[config.mk]
export PLATFORM = sky130hd
export DESIGN_NAME = ismf_ctrl
export DESIGN_NICKNAME = d
export VERILOG_FILES = /design/src/rtl/ismf_pkg.sv /design/src/rtl/ismf_ctrl.sv
export SDC_FILE = /design/constraint.sdc
export NUM_CORES = 1
export LEC_CHECK = 0
export ABC_AREA = 0
export BUFFER_PORTS_ARGS = -buffer_cell sky130_fd_sc_hd__buf_2
export CAP_MARGIN = 0
export CORE_AREA = 2 2 39 41
export DETAILED_ROUTE_END_ITERATION = 6
export DIE_AREA = 0 0 41 43
export GPL_TIMING_DRIVEN = 0
export PLACE_DENSITY = 0.49
export SLEW_MARGIN = 10
export SYNTH_ARGS = -nofsm -noshare
export SYNTH_HDL_FRONTEND = slang
export SYNTH_SLANG_ARGS = --single-unit
[constraint.sdc]
create_clock -name clk -period 2.5 [get_ports clk]
set_input_delay 0.25 -clock clk [delete_from_list [all_inputs] [get_ports clk]]
set_output_delay 0.25 -clock clk [all_outputs]
set_load 0.01 [all_outputs]
[src/rtl/ismf_pkg.sv]
`timescale 1ns / 1ps
`default_nettype none
// ----------------------------------------------------------------------------
// ismf_pkg
// Shared types and codes for the Metropolis spin-flip block: word layouts,
// mode and register codes, controller-to-datapath command and status.
// ----------------------------------------------------------------------------
package ismf_pkg;

    localparam int SIDE_W    = 7;
    localparam int THR_W     = 33;
    localparam int RND_W     = 32;
    localparam int CFG_IDX_W = 3;
    localparam int IN_W      = 48;
    localparam int OUT_W     = 16;

    localparam logic [SIDE_W-1:0] SIDE_RESET = 7'd64;
    localparam logic [THR_W-1:0]  THR_ONE    = 33'h1_0000_0000;

    // Operation codes carried in the input tuser
    localparam logic [1:0] MODE_LOAD = 2'd0;
    localparam logic [1:0] MODE_READ = 2'd1;
    localparam logic [1:0] MODE_FLIP = 2'd2;
    localparam logic [1:0] MODE_NONE = 2'd3;

    // Configuration register indexes
    localparam logic [CFG_IDX_W-1:0] REG_SIDE   = 3'd0;
    localparam logic [CFG_IDX_W-1:0] REG_THR_M8 = 3'd1;
    localparam logic [CFG_IDX_W-1:0] REG_THR_M4 = 3'd2;
    localparam logic [CFG_IDX_W-1:0] REG_THR_Z  = 3'd3;
    localparam logic [CFG_IDX_W-1:0] REG_THR_P4 = 3'd4;
    localparam logic [CFG_IDX_W-1:0] REG_THR_P8 = 3'd5;

    // Magnetization change codes (signed 3 bit)
    localparam logic [2:0] MAG_UP   = 3'b010;
    localparam logic [2:0] MAG_DOWN = 3'b110;

    // Input word, lowest field in the lowest bits
    typedef struct packed {
        logic [2:0]       pad;
        logic [RND_W-1:0] random_fraction;
        logic             spin_value;
        logic [5:0]       col;
        logic [5:0]       row;
    } ismf_in_t;

    // Result word, lowest field in the lowest bits
    typedef struct packed {
        logic       bad_coordinate;
        logic [2:0] mag_change;
        logic [4:0] energy_gap;
        logic       site_spin;
        logic       accepted;
    } ismf_res_t;

    // Which pair of lattice addresses the two read ports carry
    typedef enum logic [1:0] {
        PH_A,   // centre, row plus one
        PH_B,   // row minus one, column plus one
        PH_C    // column minus one
    } rd_phase_t;

    typedef struct packed {
        logic      latch;
        rd_phase_t phase;
        logic      cap_a;
        logic      cap_b;
        logic      cap_c;
        logic      finish;
    } ismf_cmd_t;

    typedef struct packed {
        logic skip_reads;
        logic is_read;
        logic out_free;
    } ismf_stat_t;

endpackage
`default_nettype wire

[src/rtl/ismf_ctrl.sv]
`timescale 1ns / 1ps
`default_nettype none
// ----------------------------------------------------------------------------
// ismf_ctrl
// Sequencer: takes one word, walks the lattice reads, then hands the result
// to the output register.
// ----------------------------------------------------------------------------
module ismf_ctrl
    import ismf_pkg::*;
(
    input  wire logic       clk,
    input  wire logic       rst_n,
    input  wire logic       s_tvalid,
    output logic            s_tready,
    input  wire ismf_stat_t stat,
    output ismf_cmd_t       cmd
);

    typedef enum logic [2:0] {
        S_IDLE,
        S_RD_A,
        S_RD_B,
        S_RD_C,
        S_CAP,
        S_FINISH
    } state_t;

    state_t state_reg;
    state_t state_next;

    always_ff @(posedge clk or negedge rst_n)
    begin
        if (!rst_n)
        begin
            state_reg <= S_IDLE;
        end
        else
        begin
            state_reg <= state_next;
        end
    end

    always_comb
    begin
        state_next = state_reg;
        cmd        = '0;
        cmd.phase  = PH_A;
        s_tready   = 1'b0;
        unique case (state_reg)
            S_IDLE:
            begin
                s_tready  = 1'b1;
                cmd.latch = s_tvalid;
                if (s_tvalid)
                begin
                    state_next = S_RD_A;
                end
            end
            S_RD_A:
            begin
                cmd.phase  = PH_A;
                state_next = stat.skip_reads ? S_FINISH : S_RD_B;
            end
            S_RD_B:
            begin
                cmd.phase  = PH_B;
                cmd.cap_a  = 1'b1;
                state_next = stat.is_read ? S_FINISH : S_RD_C;
            end
            S_RD_C:
            begin
                cmd.phase  = PH_C;
                cmd.cap_b  = 1'b1;
                state_next = S_CAP;
            end
            S_CAP:
            begin
                cmd.cap_c  = 1'b1;
                state_next = S_FINISH;
            end
            S_FINISH:
            begin
                // hold until the output register can take the result
                cmd.finish = stat.out_free;
                if (stat.out_free)
                begin
                    state_next = S_IDLE;
                end
            end
            default:
            begin
                state_next = S_IDLE;
            end
        endcase
    end

endmodule
`default_nettype wire

==> results of run 1 <==
==> cell families after synthesis <==
group	after synthesis	synth area share (%)
AOI/OAI and AO/OA	4	8.65
DFF	3	28.8
and+or+nand+nor	18	46.6
buffers and inverters	4	15.9
==> layout make-up <==
cell class | instances | area [µm²]
fill | 158 | 1000
multi-input combinational | 22 | 144
sequential | 3 | 75.1
timing repair buffer | 14 | 75.1
buffer | 4 | 41.3
clock buffer | 4 | 26.3
tap | 16 | 20.0
==> worst paths after layout <==
path | start | endpoint | slack, ns | cells past startpoint
max | state_reg[2] | cmd[4] | 1.04 | 5
min | stat[2] | state_reg[0] | 0.30 | 3
max reg2reg | state_reg[1] | state_reg[0] | 1.55 | 3
min reg2reg | state_reg[2] | state_reg[1] | 0.57 | 2
max in group asynchronous | rst_n | state_reg[2] | 2.05 | 2
min in group asynchronous | rst_n | state_reg[0] | 0.34 | 2
==> synth_stat cells (all sizes together) <==
library cell  instances  area [µm²]
a21oi                 2        10.0
and2                  2        12.5
buf                   4        41.3
dfrtp                 3        75.1
nand2                 2        7.51
nand2b                2        27.5
nand3                 2        15.0
nor2                  8        30.0
nor3                  1        16.3
nor3b                 1        12.5
o21ai                 1        5.00
o31ai                 1        7.51
==> power breakdown <==
group | internal (mW) | leakage, nW | total [mW] | switching [mW]
clock | 0.0598 | 0.0150 | 0.0844 | 0.0246
combinational | 0.149 | 0.151 | 0.305 | 0.156
sequential | 0.0719 | 0.0374 | 0.0806 | 0.00880
==> worst register-to-register path, cell delays in order, from the launching register on <==
cell and delay [ns]:
sky130_fd_sc_hd__dfrtp_1 0.36, sky130_fd_sc_hd__buf_6 0.14, sky130_fd_sc_hd__o21ai_0 0.24, sky130_fd_sc_hd__nand3_2 0.09
==> per-layer routing <==
layer | track usage [%] | up-vias | routed length (µm)
met2 | 10.9 | 9 | 238
met1 | 10.4 | 106 | 250
li1 | - | 130 | -
met3 | 3.14 | 0 | 36
met5 | 0 | - | 0
met4 | 10.0 | 0 | 0
==> what timing repair did <==
action | 4_1_cts | 5_1_grt
hold buffers | 1 | 0
setup buffers | 0 | 0
endpoints found under the hold margin | 3 | 0
==> tab_implementation.tex, run 1 <==
\begin{tabular}{lr}
\hline
Metric & Value \\
\hline
\multicolumn{2}{l}{\textbf{Run status}} \\
Status & finished, final reports clean \\
\multicolumn{2}{l}{\textbf{STA}} \\
Worst hold margin & 0.302 ns \\
Clock skew & 0.000288 ns \\
Timing-limited maximum frequency & 686 MHz \\
Period minus WS final & 1.46 ns \\
Final hold violation count & 0 \\
Final Slew Violations & 0 \\
Tcrit/Tclk final & 58.3\% \\
Setup tns final & 0 ns \\
Worst slew margin relative to its limit & 83.7\% \\
Transition time at the pin with the least slew margin & 0.241 ns \\
Setup repair after global routing missed its margin & no \\
Final setup viols & 0 \\
Worst Slack Setup Final & 1.04 ns \\
\multicolumn{2}{l}{\textbf{Drt}} \\
Number of vias per cell & 3.89 \\
Detailed router's first-iteration violation count & 1 \\
Total wire length & 525 µm \\
Final routed wire length divided by cell count & 8.33 µm \\
Post-route antenna net violation count & 0 \\
DR DRC count & 0 \\
Detailed Routing Iterations Pass 1 & 2 \\
Count of vias placed by the detailed router & 245 \\
\multicolumn{2}{l}{\textbf{CTS}} \\
Clock insertion delay at the later pin of the skew report & 0.23 ns \\
TritonCTS Sinks & 3 \\
CTS H-Tree Depth & 1 \\
Clock Tree Buf Depth & 2 \\
Number of buffers created by CTS & 3 \\
TritonCTS clock tree & built \\
Clock-pin transition on the worst setup and hold timing paths & 0.04 ns \\
Root Driver & sky130\_fd\_sc\_hd\_\_clkbuf\_4 \\
Count of instances resized after the clock tree is built & 0 \\
\multicolumn{2}{l}{\textbf{Synthesis}} \\
Sequential-to-total area share from yosys stat & 28.8\% \\
Ys Warns & 0 \\
Average footprint of a synthesized cell & 8.97 µm² \\
Flip-flop and latch count after synthesis & 3 \\
Distinct cell type count after synthesis & 14 \\
Cell Area, Synth & 260 µm² \\
Number of instances in the synthesized netlist & 29 \\
Net count after synthesis & 35 \\
\multicolumn{2}{l}{\textbf{GRT}} \\
Antenna violations before repair & 0 \\
Number of global-route vias before repair & 249 \\
First-pass GRT wire length & 986 µm \\
Maximum number of pins on one net before global-route repair & 10 \\
Remaining Overflow, GRT & 0 \\
GRT Total Usage & 8.85\% \\
\multicolumn{2}{l}{\textbf{Floorplanning}} \\
Standard-cell row count & 14 \\
Floorplan die width & 41 µm \\
Die area & 0.00176 mm² \\
Die height & 43 µm \\
Num ports & 14 \\
Area of the core & 0.00138 mm² \\
Starting Density & 18.8\% \\
\multicolumn{2}{l}{\textbf{Placement}} \\
Cell total after placement & 58 \\
Post-Place Cell Area & 345 µm² \\
DPL Wire Length & 397 µm \\
Pre-CTS WS & 1.29 ns \\
Count of buffers inserted at the top-level ports & 13 \\
Final weighted congestion in routability-driven placement & 0.621 \\
\multicolumn{2}{l}{\textbf{Power}} \\
Post-route total power & 0.470 mW \\
Power density normalized to cell area & 1230 mW/mm² \\
Static leakage & 0.203 nW \\
Worst supply voltage drop on vdd & 0.000353 V \\
\multicolumn{2}{l}{\textbf{Finish}} \\
Total non-filler cell area in the finished layout & 382 µm² \\
Commonest cells after routing, fill and taps aside & sky130\_fd\_sc\_hd\_\_buf\_2 (13), sky130\_fd\_sc\_hd\_\_nor2\_1 (8), sky130\_fd\_sc\_hd\_\_buf\_6 (3), sky130\_fd\_sc\_hd\_\_clkbuf\_4 (3), sky130\_fd\_sc\_hd\_\_dfrtp\_1 (3) \\
Number of nets at the end of the flow & 54 \\
Utilization after layout & 27.6\% \\
Share of layout cells above drive strength 1 & 53.2\% \\
Largest register FFs & 3 \\
Cell Count, Final, Fillers Out & 63 \\
Number of inserted diodes & 0 \\
Area Growth Syn to Fin & 46.6\% \\
Most common library cell in the layout ignoring fill and taps & sky130\_fd\_sc\_hd\_\_buf\_2 \\
\multicolumn{2}{l}{\textbf{Critical path}} \\
Category of cells accounting for the largest share of critical-path delay & flip-flops \\
Highest fanout seen on the critical path & 8 \\
Critical path, cell by cell & buf\_6 > nor2\_1 > and2\_1 > buf\_4 > buf\_2 \\
Count of buffer and inverter cells on the critical path & 3 \\
CP required & 2.25 ns \\
Crit. End Element & output port \\
Type of the worst setup path & flip-flop to output port \\
Crit-path max cell delay & 0.36 ns \\
Critical Path AT & 1.21 ns \\
CP max stage cell & sky130\_fd\_sc\_hd\_\_dfrtp\_1 \\
Startpoint kind of the worst setup timing path & flip-flop \\
\multicolumn{2}{l}{\textbf{Min path}} \\
Min-delay worst type & input port to flip-flop \\
\multicolumn{2}{l}{\textbf{Run}} \\
Max-capacitance violation count & 0 \\
\hline
\end{tabular}
Power figures use the tool's default switching activity.
==> inputs of run 2 (changes only) <==
Settings changed: ABC_AREA 0 to 1, PLACE_DENSITY 0.49 to 0.53.
Clock period 2.5 ns to 1.18 ns, I/O delays scaled along.
==> tab_implementation.tex, run 2 <==
\begin{tabular}{lr}
\hline
Metric & Value \\
\hline
\multicolumn{2}{l}{\textbf{Finish}} \\
Number of nets at the end of the flow & 64 \\
Share of layout cells above drive strength 1 & 59.6\% \\
Largest register FFs & 3 \\
Number of inserted diodes & 0 \\
Footprint of the multi-input gates & 156 µm² \\
Area Growth Syn to Fin & 56.2\% \\
Cell Count, Final, Fillers Out & 73 \\
Most common library cell in the layout ignoring fill and taps & sky130\_fd\_sc\_hd\_\_buf\_2 \\
Commonest cells after routing, fill and taps aside & sky130\_fd\_sc\_hd\_\_buf\_2 (12), sky130\_fd\_sc\_hd\_\_nor2\_1 (5), sky130\_fd\_sc\_hd\_\_inv\_1 (5), sky130\_fd\_sc\_hd\_\_buf\_4 (4) \\
Footprint of the flip-flops and latches & 75.1 µm² \\
Number of filler cells placed in the layout & 162 \\
\multicolumn{2}{l}{\textbf{Floorplanning}} \\
Die height & 43 µm \\
Num ports & 14 \\
Floorplan die width & 41 µm \\
Area of the core & 0.00138 mm² \\
Die area & 0.00176 mm² \\
Standard-cell row count & 14 \\
Starting Density & 20.4\% \\
\multicolumn{2}{l}{\textbf{Synthesis}} \\
Sequential-to-total area share from yosys stat & 26.5\% \\
Ys async rst share & 100\% \\
Most frequent cells after synthesis & sky130\_fd\_sc\_hd\_\_inv\_1 (5), sky130\_fd\_sc\_hd\_\_nor2\_1 (5), sky130\_fd\_sc\_hd\_\_dfrtp\_1 (3), sky130\_fd\_sc\_hd\_\_inv\_2 (3), sky130\_fd\_sc\_hd\_\_nand3\_1 (3) \\
Cell Area, Synth & 283 µm² \\
Net count after synthesis & 42 \\
Synth top area cells & sky130\_fd\_sc\_hd\_\_dfrtp\_1 (27\%), sky130\_fd\_sc\_hd\_\_inv\_1 (6.6\%), sky130\_fd\_sc\_hd\_\_nor2\_1 (6.6\%) \\
Distinct cell type count after synthesis & 19 \\
Post-synthesis cell type with the largest combined area & sky130\_fd\_sc\_hd\_\_dfrtp\_1 \\
Number of instances in the synthesized netlist & 36 \\
Number of enable flip-flop cells after synthesis & 0 \\
Flip-flop and latch count after synthesis & 3 \\
Ys Warns & 0 \\
Portion of synthesized cell area occupied by the leading cell type & 26.5\% \\
Average footprint of a synthesized cell & 7.85 µm² \\
Ys flop type & sky130\_fd\_sc\_hd\_\_dfrtp\_1 \\
\multicolumn{2}{l}{\textbf{STA}} \\
Setup repair after global routing missed its margin & yes \\
Worst Slack Setup Final & -0.0892 ns \\
Clock skew & 0.000612 ns \\
Period minus WS final & 1.27 ns \\
Transition time at the pin with the least slew margin & 0.178 ns \\
Final hold violation count & 0 \\
Tcrit/Tclk final & 108\% \\
Final Slew Violations & 0 \\
Timing-limited maximum frequency & 788 MHz \\
Final setup viols & 6 \\
Worst slew margin relative to its limit & 88.1\% \\
\multicolumn{2}{l}{\textbf{Power}} \\
Power density normalized to cell area & 2590 mW/mm² \\
Switching power as a share of total power & 44.1\% \\
Share of power burned in the clock network & 15.3\% \\
Worst supply voltage drop on vdd & 0.000750 V \\
Psw & 0.505 mW \\
Static leakage & 0.250 nW \\
Logic pwr share & 68.4\% \\
Share of total power in sequential cells & 16.2\% \\
Internal power consumption & 0.639 mW \\
\multicolumn{2}{l}{\textbf{Run status}} \\
Failing checks & negative setup slack \\
Status & complete, but fails checks \\
\multicolumn{2}{l}{\textbf{Critical path}} \\
Critical path, cell by cell & buf\_6 > nor3\_4 > buf\_4 > buf\_6 \\
Slack of the worst reg-to-reg path & 0.09 ns \\
Type of the worst setup path & flip-flop to output port \\
CP required & 1.06 ns \\
CP max stage cell & sky130\_fd\_sc\_hd\_\_dfrtp\_1 \\
Crit. End Element & output port \\
Highest fanout seen on the critical path & 4 \\
Critical Path AT & 1.15 ns \\
Crit-path most repeated cell & sky130\_fd\_sc\_hd\_\_buf\_6 \\
Crit-path max cell delay & 0.36 ns \\
Reg2reg end & state\_reg[0] \\
Crit Reg-Reg Startpoint & state\_reg[0] \\
Startpoint kind of the worst setup timing path & flip-flop \\
Logic depth of the worst register-to-register path & 5 \\
\multicolumn{2}{l}{\textbf{Min path}} \\
Worst Hold Launch & stat[1] \\
Min-delay worst type & input port to flip-flop \\
Worst hold path endpoint & state\_reg[1] \\
Number of stages on the worst hold path & 2 \\
\multicolumn{2}{l}{\textbf{CTS}} \\
CTS H-Tree Depth & 1 \\
Clock-pin transition on the worst setup and hold timing paths & 0.04 ns \\
Root Driver & sky130\_fd\_sc\_hd\_\_clkbuf\_4 \\
Clock insertion delay at the later pin of the skew report & 0.23 ns \\
TritonCTS Sinks & 3 \\
Clock Tree Buf Depth & 2 \\
Number of buffers created by CTS & 3 \\
TritonCTS clock tree & built \\
\multicolumn{2}{l}{\textbf{Drt}} \\
Count of vias placed by the detailed router & 287 \\
Detailed router's first-iteration violation count & 2 \\
Detailed Routing Iterations Pass 1 & 4 \\
Post-route antenna net violation count & 0 \\
Final routed wire length divided by cell count & 7.66 µm \\
Number of vias per cell & 3.93 \\
DR DRC count & 0 \\
Total wire length & 559 µm \\
\multicolumn{2}{l}{\textbf{Placement}} \\
Final weighted congestion in routability-driven placement & 0.732 \\
Cell total after placement & 65 \\
Count of buffers inserted at the top-level ports & 13 \\
DPL Wire Length & 450 µm \\
Pre-CTS WS & 0.0738 ns \\
\multicolumn{2}{l}{\textbf{GRT}} \\
Maximum number of pins on one net before global-route repair & 10 \\
Number of global-route vias before repair & 220 \\
Antenna violations before repair & 0 \\
GRT Total Usage & 7.46\% \\
Remaining Overflow, GRT & 0 \\
First-pass GRT wire length & 917 µm \\
\multicolumn{2}{l}{\textbf{Run}} \\
Max-capacitance violation count & 0 \\
\hline
\end{tabular}
run 2: worst max path at each step:
stage / start / endpoint / slack [ns] / depth (start not counted)
4_1_cts: state_reg[0] / cmd[4] / -0.09 / 4
5_1_grt: state_reg[0] / cmd[4] / -0.13 / 4
2_1_floorplan: state_reg[2] / cmd[4] / 0.14 / 3
3_5_place_dp: state_reg[2] / cmd[4] / 0.07 / 4
6_report: state_reg[0] / cmd[4] / -0.09 / 4
3_3_place_gp: state_reg[2] / cmd[4] / 0.09 / 4
run 2: worst max-delay path: cells and delay by family, from the launching register on:
family	cells	cell delay, ns
buf+inv	3	0.36
flops	1	0.36
simple gates	1	0.20
run 2: timing repair:
action,4_1_cts,5_1_grt
pin swaps,2,0
resized for setup,3,0
hold buffers,1,0
setup endpoints to repair,6,7
endpoints found under the hold margin,3,0
buffers inserted,3,0
cloned,0,0
run 2: layout make-up:
type,instances,area share (%)
Buffer,3,6.80
Clock buffer,4,5.95
Inverter,8,6.80
Multi-Input combinational cell,22,35.4
Sequential cell,3,17.0
Tap cell,16,4.53
Timing Repair Buffer,17,23.5
run 2: stage by stage:
step                hold WS, ns  TNS (ns)  instance area [µm²]  utilization, %  total power, mW
CTS                      0.0941    -0.238                  442            31.9             1.16
global placement        -0.0862         0                  368            26.6            0.875
floorplan                -0.178         0                  283               -            0.722
finish                   0.0924    -0.211                  442            31.9             1.14
global route              0.105    -0.624                  442            31.9             1.25
detailed placement      -0.0855         0                  368            26.6            0.883
run 2: power by group through the flow:
stage / clock (mW) / combinational (mW) / sequential (mW)
finish: 0.175 / 0.783 / 0.186
global route: 0.183 / 0.875 / 0.194
CTS: 0.177 / 0.797 / 0.187
detailed placement: 0 / 0.699 / 0.185
global placement: 0 / 0.691 / 0.184
floorplan: 0 / 0.540 / 0.182
run 2: metal layers:
layer	vias to the layer above	wire length, µm	global-route usage, %
met2	13	221	8.75
met5	-	0	0
li1	156	-	-
met1	116	279	13.0
met3	2	49	0
met4	0	9	4.00
run 2: kinds of logic (layout without fill, tap and decap cells):
group | Yosys count | in the layout | share of synthesized area (%)
compound gates | 3 | 3 | 10.6
buf+inv | 11 | 32 | 19.9
flops | 3 | 3 | 26.5
simple gates | 19 | 19 | 42.9
